**config.mk**
```make
export PLATFORM = sky130hd
export DESIGN_NAME = sequenced_event_ring_log_unit
export DESIGN_NICKNAME = d
export VERILOG_FILES = /design/src/design/serl_pkg.sv /design/src/design/serl_ctrl.sv /design/src/design/serl_dpath.sv /design/src/design/sequenced_event_ring_log_unit.sv
export SDC_FILE = /design/constraint.sdc
export NUM_CORES = 2
export LEC_CHECK = 0
export BUFFER_PORTS_ARGS = -buffer_cell sky130_fd_sc_hd__buf_4
export CAP_MARGIN = 5
export CORE_ASPECT_RATIO = 1.75
export CORE_MARGIN = 2
export CORE_UTILIZATION = 36
export CTS_BUF_LIST = sky130_fd_sc_hd__clkbuf_8 sky130_fd_sc_hd__clkbuf_16
export CTS_CLUSTER_SIZE = 25
export DETAILED_ROUTE_END_ITERATION = 7
export SLEW_MARGIN = 30
export SYNTH_ARGS = -nofsm -noshare
export SYNTH_HDL_FRONTEND = slang
export SYNTH_SLANG_ARGS = --single-unit
```
**constraint.sdc**
```tcl
create_clock -name clk -period 6.4 [get_ports clk]
set_input_delay 1.6 -clock clk [delete_from_list [all_inputs] [get_ports clk]]
set_output_delay 1.6 -clock clk [all_outputs]
set_load 0.02 [all_outputs]
```
**src/design/serl_pkg.sv**
```systemverilog
// serl_pkg: shared types and constants for the sequenced event ring log
// holds transaction structs, request codes and controller/datapath command types
// no dependencies
`timescale 1ns / 1ps
`default_nettype none

package serl_pkg;

    localparam int DEPTH        = 16;
    localparam int PAYLOAD_BITS = 32;

    // ring address, held count and wrap-sum widths
    localparam int AW = (DEPTH > 1) ? $clog2(DEPTH) : 1;
    localparam int HW = $clog2(DEPTH + 1);
    localparam int SW = HW + 1;
    localparam int WW = (HW > 8) ? HW : 8;

    localparam logic [1:0] REQ_APPEND = 2'd0;
    localparam logic [1:0] REQ_SINCE  = 2'd1;
    localparam logic [1:0] REQ_TAIL   = 2'd2;
    localparam logic [1:0] REQ_CLEAR  = 2'd3;

    typedef struct packed {
        logic [1:0]  req_type;
        logic [31:0] event_payload;
        logic [63:0] after_seq;
        logic [7:0]  tail_count;
    } req_item_t;

    typedef struct packed {
        logic        has_record;
        logic [63:0] record_seq;
        logic [31:0] record_payload;
        logic        last;
        logic        gap_before;
        logic [6:0]  held_count;
        logic [63:0] next_seq;
        logic [31:0] dropped_count;
    } rsp_item_t;

    typedef enum logic [2:0] {
        EMIT_NONE,
        EMIT_APPEND,
        EMIT_CLEAR,
        EMIT_EMPTY,
        EMIT_PEND,
        EMIT_READ
    } emit_sel_t;

    typedef struct packed {
        logic      append;
        logic      clear;
        logic      start;
        logic      do_read;
        logic      take_pend;
        logic      since;
        emit_sel_t emit;
        logic      last;
    } dp_cmd_t;

    typedef struct packed {
        logic out_free;
        logic walk_done;
        logic cnt_zero;
        logic rd_match;
        logic pend_valid;
    } dp_status_t;

endpackage

`default_nettype wire

```
**src/design/serl_ctrl.sv**
```systemverilog
// serl_ctrl: request sequencer for the ring log
// decodes accepted requests and steps the datapath through ring walks
// depends on serl_pkg
`timescale 1ns / 1ps
`default_nettype none

module serl_ctrl (
    input  logic                clk,
    input  logic                rst_n,
    input  logic                req_valid,
    output logic                req_ready,
    input  logic [1:0]          req_type,
    input  serl_pkg::dp_status_t status,
    output serl_pkg::dp_cmd_t   cmd
);
    import serl_pkg::*;

    typedef enum logic [1:0] {
        S_IDLE,
        S_WALK,
        S_CHECK,
        S_FINISH
    } state_t;

    state_t state_reg, state_next;
    logic   since_reg, since_next;

    always_comb
    begin
        state_next    = state_reg;
        since_next    = since_reg;
        req_ready     = 1'b0;
        cmd           = '0;
        cmd.emit      = EMIT_NONE;
        cmd.since     = since_reg;

        case (state_reg)
            S_IDLE:
            begin
                req_ready = status.out_free;
                if (req_valid && status.out_free)
                begin
                    case (req_type)
                        REQ_APPEND:
                        begin
                            cmd.append = 1'b1;
                            cmd.emit   = EMIT_APPEND;
                            cmd.last   = 1'b1;
                        end
                        REQ_CLEAR:
                        begin
                            cmd.clear = 1'b1;
                            cmd.emit  = EMIT_CLEAR;
                            cmd.last  = 1'b1;
                        end
                        default:
                        begin
                            cmd.start  = 1'b1;
                            since_next = (req_type == REQ_SINCE);
                            state_next = S_WALK;
                        end
                    endcase
                end
            end
            S_WALK:
            begin
                if (status.walk_done)
                    state_next = S_FINISH;
                else
                begin
                    cmd.do_read = 1'b1;
                    state_next  = S_CHECK;
                end
            end
            S_CHECK:
            begin
                if (since_reg)
                begin
                    // one matching record is held back so the final one can carry last
                    if (!status.rd_match)
                        state_next = S_WALK;
                    else if (!status.pend_valid)
                    begin
                        cmd.take_pend = 1'b1;
                        state_next    = S_WALK;
                    end
                    else if (status.out_free)
                    begin
                        cmd.emit      = EMIT_PEND;
                        cmd.take_pend = 1'b1;
                        state_next    = S_WALK;
                    end
                end
                else if (status.out_free)
                begin
                    cmd.emit   = EMIT_READ;
                    cmd.last   = status.walk_done;
                    state_next = S_WALK;
                end
            end
            S_FINISH:
            begin
                if (since_reg)
                begin
                    if (status.out_free)
                    begin
                        cmd.emit   = status.pend_valid ? EMIT_PEND : EMIT_EMPTY;
                        cmd.last   = 1'b1;
                        state_next = S_IDLE;
                    end
                end
                else if (!status.cnt_zero)
                    state_next = S_IDLE;
                else if (status.out_free)
                begin
                    cmd.emit   = EMIT_EMPTY;
                    cmd.last   = 1'b1;
                    state_next = S_IDLE;
                end
            end
            default:
            begin
                state_next = S_IDLE;
            end
        endcase
    end

    always_ff @(posedge clk or negedge rst_n)
    begin
        if (!rst_n)
        begin
            state_reg <= S_IDLE;
            since_reg <= 1'b0;
        end
        else
        begin
            state_reg <= state_next;
            since_reg <= since_next;
        end
    end

endmodule

`default_nettype wire

```
**src/design/serl_dpath.sv**
```systemverilog
// serl_dpath: ring storage, counters, walk pointer and output register
// executes commands from serl_ctrl and reports walk status back
// depends on serl_pkg
`timescale 1ns / 1ps
`default_nettype none

module serl_dpath (
    input  logic                 clk,
    input  logic                 rst_n,
    input  serl_pkg::req_item_t  req,
    input  serl_pkg::dp_cmd_t    cmd,
    output serl_pkg::dp_status_t status,
    output logic                 rsp_valid,
    input  logic                 rsp_ready,
    output serl_pkg::rsp_item_t  rsp
);
    import serl_pkg::*;

    logic [PAYLOAD_BITS-1:0] ring_payload [DEPTH];
    logic [63:0]             ring_seq     [DEPTH];

    logic [AW-1:0] head_reg, head_next;
    logic [HW-1:0] held_reg, held_next;
    logic [63:0]   seq_reg, seq_next;
    logic [31:0]   drops_reg, drops_next;

    logic [HW-1:0] idx_reg, idx_next;
    logic [HW-1:0] cnt_reg, cnt_next;
    logic [AW-1:0] rd_ptr_reg, rd_ptr_next;
    logic          pend_valid_reg, pend_valid_next;
    logic          gap_reg, gap_next;
    logic          rd_first_reg, rd_first_next;
    logic          out_valid_reg, out_valid_next;

    logic [63:0]             cursor_reg;
    logic [63:0]             rd_seq_reg;
    logic [PAYLOAD_BITS-1:0] rd_pay_reg;
    logic [63:0]             pend_seq_reg;
    logic [PAYLOAD_BITS-1:0] pend_pay_reg;
    rsp_item_t               rsp_reg, rsp_next;

    logic [PAYLOAD_BITS-1:0] pay_in;
    logic [HW-1:0]           walk_n;
    logic [SW-1:0]           first_sum;
    logic [AW-1:0]           first_slot;
    logic                    gap_calc;

    assign pay_in = PAYLOAD_BITS'(req.event_payload);

    // walk length and start slot for a new since or tail request
    always_comb
    begin
        if (req.req_type == REQ_TAIL && WW'(req.tail_count) < WW'(held_reg))
            walk_n = HW'(req.tail_count);
        else
            walk_n = held_reg;
        first_sum = SW'(head_reg) + SW'(DEPTH) - SW'(walk_n);
        if (first_sum >= SW'(DEPTH))
            first_slot = AW'(first_sum - SW'(DEPTH));
        else
            first_slot = AW'(first_sum);
    end

    // oldest beyond cursor + 1, without wrap
    assign gap_calc = (rd_seq_reg > cursor_reg) && ((rd_seq_reg - cursor_reg) != 64'd1);

    always_comb
    begin
        head_next  = head_reg;
        held_next  = held_reg;
        seq_next   = seq_reg;
        drops_next = drops_reg;
        if (cmd.append)
        begin
            seq_next = seq_reg + 64'd1;
            if (held_reg == HW'(DEPTH))
            begin
                if (drops_reg != '1)
                    drops_next = drops_reg + 32'd1;
            end
            else
                held_next = held_reg + HW'(1);
            head_next = (head_reg == AW'(DEPTH - 1)) ? '0 : head_reg + AW'(1);
        end
        if (cmd.clear)
        begin
            head_next  = '0;
            held_next  = '0;
            drops_next = '0;
        end
    end

    always_comb
    begin
        idx_next        = idx_reg;
        cnt_next        = cnt_reg;
        rd_ptr_next     = rd_ptr_reg;
        pend_valid_next = pend_valid_reg;
        gap_next        = gap_reg;
        rd_first_next   = cmd.do_read && (idx_reg == '0);
        if (cmd.start)
        begin
            idx_next        = '0;
            cnt_next        = walk_n;
            rd_ptr_next     = first_slot;
            pend_valid_next = 1'b0;
            gap_next        = (held_reg == '0) && (drops_reg != '0);
        end
        else if (rd_first_reg)
            gap_next = gap_calc;
        if (cmd.do_read)
        begin
            idx_next    = idx_reg + HW'(1);
            rd_ptr_next = (rd_ptr_reg == AW'(DEPTH - 1)) ? '0 : rd_ptr_reg + AW'(1);
        end
        if (cmd.take_pend)
            pend_valid_next = 1'b1;

        if (cmd.emit != EMIT_NONE)
            out_valid_next = 1'b1;
        else if (rsp_ready)
            out_valid_next = 1'b0;
        else
            out_valid_next = out_valid_reg;
    end

    // result assembly; status fields show the state after the request
    always_comb
    begin
        rsp_next                = '0;
        rsp_next.last           = cmd.last;
        rsp_next.held_count     = 7'(held_next);
        rsp_next.next_seq       = seq_next;
        rsp_next.dropped_count  = drops_next;
        case (cmd.emit)
            EMIT_APPEND:
            begin
                rsp_next.has_record     = 1'b1;
                rsp_next.record_seq     = seq_reg;
                rsp_next.record_payload = 32'(pay_in);
            end
            EMIT_EMPTY:
            begin
                rsp_next.gap_before = cmd.since & gap_reg;
            end
            EMIT_PEND:
            begin
                rsp_next.has_record     = 1'b1;
                rsp_next.record_seq     = pend_seq_reg;
                rsp_next.record_payload = 32'(pend_pay_reg);
                rsp_next.gap_before     = cmd.since & gap_reg;
            end
            EMIT_READ:
            begin
                rsp_next.has_record     = 1'b1;
                rsp_next.record_seq     = rd_seq_reg;
                rsp_next.record_payload = 32'(rd_pay_reg);
                rsp_next.gap_before     = cmd.since & gap_reg;
            end
            default:
            begin
                rsp_next.has_record = 1'b0;
            end
        endcase
    end

    always_ff @(posedge clk)
    begin
        if (cmd.append)
        begin
            ring_payload[head_reg] <= pay_in;
            ring_seq[head_reg]     <= seq_reg;
        end
        if (cmd.do_read)
        begin
            rd_pay_reg <= ring_payload[rd_ptr_reg];
            rd_seq_reg <= ring_seq[rd_ptr_reg];
        end
    end

    always_ff @(posedge clk)
    begin
        if (cmd.start)
            cursor_reg <= req.after_seq;
        if (cmd.take_pend)
        begin
            pend_seq_reg <= rd_seq_reg;
            pend_pay_reg <= rd_pay_reg;
        end
        if (cmd.emit != EMIT_NONE)
            rsp_reg <= rsp_next;
    end

    always_ff @(posedge clk or negedge rst_n)
    begin
        if (!rst_n)
        begin
            head_reg       <= '0;
            held_reg       <= '0;
            seq_reg        <= '0;
            drops_reg      <= '0;
            idx_reg        <= '0;
            cnt_reg        <= '0;
            rd_ptr_reg     <= '0;
            pend_valid_reg <= 1'b0;
            gap_reg        <= 1'b0;
            rd_first_reg   <= 1'b0;
            out_valid_reg  <= 1'b0;
        end
        else
        begin
            head_reg       <= head_next;
            held_reg       <= held_next;
            seq_reg        <= seq_next;
            drops_reg      <= drops_next;
            idx_reg        <= idx_next;
            cnt_reg        <= cnt_next;
            rd_ptr_reg     <= rd_ptr_next;
            pend_valid_reg <= pend_valid_next;
            gap_reg        <= gap_next;
            rd_first_reg   <= rd_first_next;
            out_valid_reg  <= out_valid_next;
        end
    end

    assign status.out_free   = !out_valid_reg || rsp_ready;
    assign status.walk_done  = (idx_reg == cnt_reg);
    assign status.cnt_zero   = (cnt_reg == '0);
    assign status.rd_match   = (rd_seq_reg > cursor_reg);
    assign status.pend_valid = pend_valid_reg;

    assign rsp_valid = out_valid_reg;
    assign rsp       = rsp_reg;

endmodule

`default_nettype wire

```
**src/design/sequenced_event_ring_log_unit.sv**
```systemverilog
// sequenced_event_ring_log_unit: top level of the sequenced event ring log
// joins the request sequencer serl_ctrl and the ring datapath serl_dpath
// depends on serl_pkg, serl_ctrl, serl_dpath
//
//   channel | signals                  | direction | payload
//   --------+--------------------------+-----------+---------------------
//   request | req_valid, req_ready     | in        | serl_pkg::req_item_t
//   result  | rsp_valid, rsp_ready     | out       | serl_pkg::rsp_item_t
//
// append and clear are taken straight from idle and can follow back to back while results drain
// since and tail walk the ring through one read port, passing S_WALK and S_CHECK for each record
// walked and ending in S_FINISH; a since request walks every held record
// rsp is a single output register; the walk pauses while a result waits to be taken
// reset is asynchronous; ring contents are not cleared, only written entries are read
`timescale 1ns / 1ps
`default_nettype none

module sequenced_event_ring_log_unit (
    input  logic                clk,
    input  logic                rst_n,
    input  logic                req_valid,
    output logic                req_ready,
    input  serl_pkg::req_item_t req,
    output logic                rsp_valid,
    input  logic                rsp_ready,
    output serl_pkg::rsp_item_t rsp
);
    import serl_pkg::*;

    dp_cmd_t    cmd;
    dp_status_t status;

    serl_ctrl u_ctrl (
        .clk       (clk),
        .rst_n     (rst_n),
        .req_valid (req_valid),
        .req_ready (req_ready),
        .req_type  (req.req_type),
        .status    (status),
        .cmd       (cmd)
    );

    serl_dpath u_dpath (
        .clk       (clk),
        .rst_n     (rst_n),
        .req       (req),
        .cmd       (cmd),
        .status    (status),
        .rsp_valid (rsp_valid),
        .rsp_ready (rsp_ready),
        .rsp       (rsp)
    );

endmodule

`default_nettype wire

```
# ---- After elaboration in Yosys (flattened, before gate mapping)
# Memory sizes are Yosys's and may differ from the RTL's. A register that Yosys moved wholly into a read port is not among the register bits.
# Index checks and enable logic that the tools add are counted.
# Widths: inputs -> output; s select.
dict set report word_totals {
  register_bits 486
  mem_bits_rw 1536
  in_bits 110
  output_inout_bits 204
  wordCells 149
  memories 2
}
dict set report op_classes {
  n_addsub 10
  magnitude_cmp 3
  n_eq_ne 18
  n_mux 66
  bitwise_logic 2
  n_reduce_logical 24
}
# memory words word_bits read_ports rd_ports_with_merged_regs wr line_no
set memory_table {}
lappend memory_table {u_dpath.ring_seq 16 64 1 1 1 serl_dpath.sv:20} ;# logic [63:0] ring_seq [DEPTH];
lappend memory_table {u_dpath.ring_payload 16 32 1 1 1 serl_dpath.sv:19} ;# logic [PAYLOAD_BITS-1:0] ring_payload [DEPTH];
# operator n
set op_table {}
lappend op_table {{$pmux 96 s3} 1}
lappend op_table {{$mux 32} 4}
lappend op_table {{$add 64x1->64 const B} 1}
lappend op_table {{$gt 64x64->1} 1}
lappend op_table {{$mux 64} 1}
lappend op_table {{$ne 64x1->1 const B} 1}
lappend op_table {{$sub 64x64->64} 1}
lappend op_table {{$mux 4} 12}
lappend op_table {{$add 32x1->32 const B} 1}
lappend op_table {{$ne 32x32->1 const B} 1}
lappend op_table {{$reduce_bool 32->1} 1}
lappend op_table {{$mux 5} 6}
lappend op_table {{$mux 3} 8}
lappend op_table {{$mux 1} 22}
lappend op_table {{$mux 2} 9}
lappend op_table {{$logic_not 5->1} 3}
lappend op_table {{$pmux 4 s3} 1}
lappend op_table {{$add 5x1->5 const B} 2}
lappend op_table {{$reduce_bool 2->1} 5}
lappend op_table {{$add 4x1->4 const B} 2}
lappend op_table {{$eq 2x2->1 const B} 4}
lappend op_table {{$eq 4x4->1 const B} 2}
lappend op_table {{$lt 8x5->1} 1}
lappend op_table {{$pmux 2 s4} 1}
lappend op_table {{other kinds (24)} 32}

# ---- Longest topological paths before layout
dict set report depth {
  word_depth 10
  depth_mapped 19
}

# ---- Cells and area by module
# Synthesis repeated with hierarchy kept, for this count alone.
dict set report unflattened {
  cells_unflattened 5086
  area_unflattened_um2 85893.6
}
# mod n_inst cells_per_inst area_each_um2 seq_area_each_um2
set modules_own_cells {}
lappend modules_own_cells {serl_dpath 1 5037 85487.0 62895.3}
lappend modules_own_cells {serl_ctrl 1 49 406.6 75.1}

# ---- Worst setup path after synthesis
# No wires, ideal clock.
dict set report synth_path {
  path_type {input to register}
  startpoint {in rsp_ready}
  endpoint {reg u_dpath.rsp_reg (netlist bit u_dpath.rsp[0]) (enable)}
  setup_ns 0.477
  arrival_ns 5.071
  required_ns 5.923
  setup_slack_ns 0.852
  stages 8
  cell_sequence {nand2b_1 and2_1 clkbuf_1 and3_1 clkbuf_1 a211oi_1 o21ai_0 or2_2}
}
dict set report synth_between {
  elab_chain_len 7
}
# item line_no
set synth_rtl {}
lappend synth_rtl {{from (decl)} sequenced_event_ring_log_unit.sv:25} ;# input logic rsp_ready,
lappend synth_rtl {{$logic_or 1x1->1 *} serl_dpath.sv:226} ;# assign status.out_free = !out_valid_reg || rsp_ready;
lappend synth_rtl {{$mux 3} serl_ctrl.sv:87} ;# else if (status.out_free)
lappend synth_rtl {{$mux 3} serl_ctrl.sv:82} ;# else if (!status.pend_valid)
lappend synth_rtl {{$mux 3} serl_ctrl.sv:80} ;# if (!status.rd_match)
lappend synth_rtl {{$mux 3} serl_ctrl.sv:77} ;# if (since_reg)
lappend synth_rtl {{$pmux 4 s3 *} serl_ctrl.sv:37} ;# case (state_reg)
lappend synth_rtl {{$reduce_bool 3->1 *} serl_dpath.sv:190} ;# if (cmd.emit != EMIT_NONE)
lappend synth_rtl {{to (signal assigned)} serl_dpath.sv:191} ;# rsp_reg <= rsp_next;
lappend synth_rtl {{to (decl)} serl_dpath.sv:40} ;# rsp_item_t rsp_reg, rsp_next;
# Every way passes the cells marked *; elsewhere a longest branch is shown, timed or not.
# A chain may end at the register's enable or synchronous reset.

# ---- Final worst setup path
dict set report layout_path {
  startpoint {reg u_dpath.rd_seq_reg[33], read port of u_dpath.ring_seq}
  endpoint {reg u_dpath.rsp_reg (netlist bit u_dpath.rsp[156]) (enable)}
}
dict set report layout_between {
  elab_chain_len 5
}
# item line_no
set layout_rtl {}
lappend layout_rtl {{from (decl)} serl_dpath.sv:36} ;# logic [63:0] rd_seq_reg;
lappend layout_rtl {{$gt 64x64->1} serl_dpath.sv:229} ;# assign status.rd_match = (rd_seq_reg > cursor_reg);
lappend layout_rtl {{$mux 3} serl_ctrl.sv:80}
lappend layout_rtl {{$mux 3} serl_ctrl.sv:77}
lappend layout_rtl {{$pmux 4 s3} serl_ctrl.sv:37}
lappend layout_rtl {{$reduce_bool 3->1} serl_dpath.sv:190}
# Every way passes these cells.

==> summary.txt <==
Yosys
  • Area fraction of the dominant cell type after synthesis: 71.23%
  • Synth cell count leaders: edfxtp_1 (1,992), mux4_2 (480), inv_1 (211)
  • Synth Flop Type: edfxtp_1
  • FFs w/ async S/R, synth: 5.949%
  • Flops & latches, synth: 2,118
  • Post-synth EDFFs: 1,992
  • Post-synth top area cell: edfxtp_1
  • Register area share after synthesis: about 75%
  • Count leader, synth: edfxtp_1
  • Synth cell types: 83
  • Largest cells by area after synthesis: edfxtp_1 (71%), mux4_2 (13%), dfrtp_1 (3.8%), ha_1 (1.3%), a222oi_1 (1.2%)
  • Yosys warnings: 0
  • Mapped Area: 83,970 sq um
  • Cells after Synth: 4,271
  • Avg Cell Area, Syn: 19.66 sq um

Placement
  • GPL Wtd Cong: 0.9598
  • Port Buf Inserts: 311
  • Pre-CTS setup slack: 1.251 ns
  • DP Cell Count: 7,558
  • Dpl hpwl: ~140 mm

Timing
  • Slew margin rel.: 34.98%
  • Final hold viol count: 0
  • Slew @ Worst Pin: 0.9753 ns
  • Worst Skew: 0.1279 ns
  • Final WS setup: 1.295 ns
  • Period minus WS final: 5.105 ns
  • Final Cycle Share: 79.76%
  • Max Fclk: 195.9 MHz
  • Final setup violation count: 0
  • RSZ-0062 raised after global routing: false
  • Sum Neg Setup Slack: 0 ns
  • Max-slew violations: 0
  • Hold WS: 0.4450 ns

Clock tree
  • Clock Sinks: 2,118
  • Post-CTS setup repair buffer count: 0
  • Clock root cell: clkbuf_16
  • Clock buffer depth: 4
  • CTS tree: done
  • Cts hold-fix bufs: 0
  • H-Tree Depth: 4
  • Worst-Skew Late Latency: 0.88 ns
  • CTS Buf Count: 197
  • Reg clk slew, reported paths: 0.07 ns
  • Post_cts resized: 0

Critical path
  • Slowest CP cell: o21ai_0
  • Startpoint Class: flip-flop
  • Reg2Reg Setup Slack: 1.30 ns
  • Worst Path Required: 6.86 ns
  • Most numerous cell on the critical path: o21ai_0
  • Max FO, Critical Path: 45
  • RR Endpoint: u_dpath.rsp[156]$_DFFE_PP_
  • FF-to-FF path depth: 13
  • Cells along the critical path: ha_1, a21oi_1, o21ai_0, a21boi_0, o221a_2, o21ai_0, a21oi_1, o21ai_0, and2_1, nor3_1, o21ai_0, or2_4, buf_12
  • Reg-to-reg critical path startpoint: u_dpath.rd_seq_reg[33]$_DFFE_PP_
  • Crit Path Category: reg2reg
  • WP data arrival: 5.57 ns
  • Worst Setup End Kind: flip-flop
  • CP peak stage delay: approximately 0.67 ns

Hold path
  • HP Start: u_dpath.rd_seq_reg[0]$_DFFE_PP_
  • Min-Delay Path Class: reg2reg
  • WHS Path Cells: 0
  • Hold Crit Endpoint: u_dpath.pend_seq_reg[0]$_DFFE_PP_

Global routing
  • Vias in the first global route: 45,416
  • First-pass GRT wire length: between 300 and 400 mm
  • Pin count of the biggest net entering global routing: 140
  • GRT overflow: 0
  • Overall Global Routing Usage: 19.88%
  • Initial antenna violation count: 13

Detailed routing
  • 1st-iter DRT viols: approximately 5,300
  • 1st-pass router iterations: 8
  • DRC viols: 23
  • Post-Route WL: roughly 240 mm
  • Via density: approximately 5.6
  • Post-route antenna net violation count: 0
  • Drt wl/cell: between 30 and 40 microns
  • Vias: ~44,000

Floorplan
  • Die width: 369.1 microns
  • Row count: 234
  • Die Span Y: 642.9 microns
  • Core footprint: about 230,000 sq um
  • I/O pin total: 314
  • Starting Density: 36.17%
  • Die ar.: around 240,000 sq um

Layout
  • Ratio of cells with drive above 1 in the final layout: 25.86%
  • Max reg flops: 1,024
  • Nets: 4,891
  • Area Overhead vs Synth: 15.94%
  • Finished Layout Cells: 7,917

Power and ir drop
  • Power Density: 430.6 nW/um^2
  • Peak supply drop: between 0.3 and 0.4 mV
  • Leakage power: 32.16 nW

Outcome
  • Failing checks: design-rule violations
  • Status: finished with violations

Flow run
  • Max-capacitance violation count: 0
[worst max-delay path: cells and delay by family (launching register included)]
kind	cells	cell delay, ns
buf+inv	1	0.33
flops	1	0.42
simple gates	3	1.02
compound gates	8	2.24
fa+ha+maj	1	0.54
[placed cells by master, fill, tap and decap left out, drive strengths merged, types with 11 or more instances in the layout]
master     n
o21a      14
nand2b    11
nor2     137
o21ai     96
buf      416
and3      33
dfrtp    126
ha        88
xor2      56
a21oi    120
mux4     480
edfxtp  1992
nand2    153
nand4     67
a222oi    97
and2      16
bufinv    31
inv      252
nor3      33
a21o      21
clkbuf   213
nand3     52
xnor2     80
nor4      26
or3       17
a31oi     14
mux2i     12
clkinv    60
[where the power goes]
part	switching, mW	internal [mW]
sequential	1.33	17.0
combinational	6.79	4.46
clock	5.23	7.09
[metrics by stage]
| stage | utilization (%) | power, mW | cell area [sq um] |
|---|---|---|---|
| 6_report | 41.93 | 41.92 | 97360 |
| 5_1_grt | 41.93 | 43.51 | 97350 |
| 4_1_cts | 41.91 | 42.34 | 97300 |
| 3_5_place_dp | 39.02 | 29.98 | 90600 |
| 3_3_place_gp | 39.02 | 29.99 | 90590 |
| 2_1_floorplan | - | 25.27 | 83980 |
[cells by family (layout without fill, tap and decap cells)]
logic type,count (synthesis),count (layout),synth area share [%]
AOI/OAI and AO/OA,440,440,3.670
xor gates and xnor gates,136,136,1.418
adders and majority gates,90,90,1.359
buffers and inverters,407,980,1.992
DFF,2118,2118,74.99
muxes,496,496,13.07
other,1,6,0.004466
and+or+nand+nor,583,583,3.497
[per-layer routing]
metal,vias up,track usage (%),share of wire (%)
met5,-,0,0.013
met4,6,5.736,2.9
met3,384,3.527,7.7
met2,2017,32.92,49
met1,23631,26.84,41
li1,18277,-,-
[worst max path at each step]
| stage | end | from |
|---|---|---|
| global placement | u_dpath.rsp[31]$_DFFE_PP_ | req[104] |
| global route | u_dpath.rsp[156]$_DFFE_PP_ | u_dpath.rd_seq_reg[33]$_DFFE_PP_ |
| detailed placement | u_dpath.rsp[31]$_DFFE_PP_ | req[104] |
| finish | u_dpath.rsp[156]$_DFFE_PP_ | u_dpath.rd_seq_reg[33]$_DFFE_PP_ |
| floorplan | u_dpath.rsp[0]$_DFFE_PP_ | rsp_ready |
| CTS | u_dpath.rsp[34]$_DFFE_PP_ | u_dpath.rd_seq_reg[33]$_DFFE_PP_ |
[final cells by class]
type	count	area, sq um
fill	20238	134800
sequential	2118	62990
multi-input combinational	1747	19450
clock buffer	213	5184
tap	3068	3839
timing repair buffer	416	3580
clock inverter	140	1514
inverter	211	798.3
antenna	4	10.01
Power figures use the tool's default switching activity.
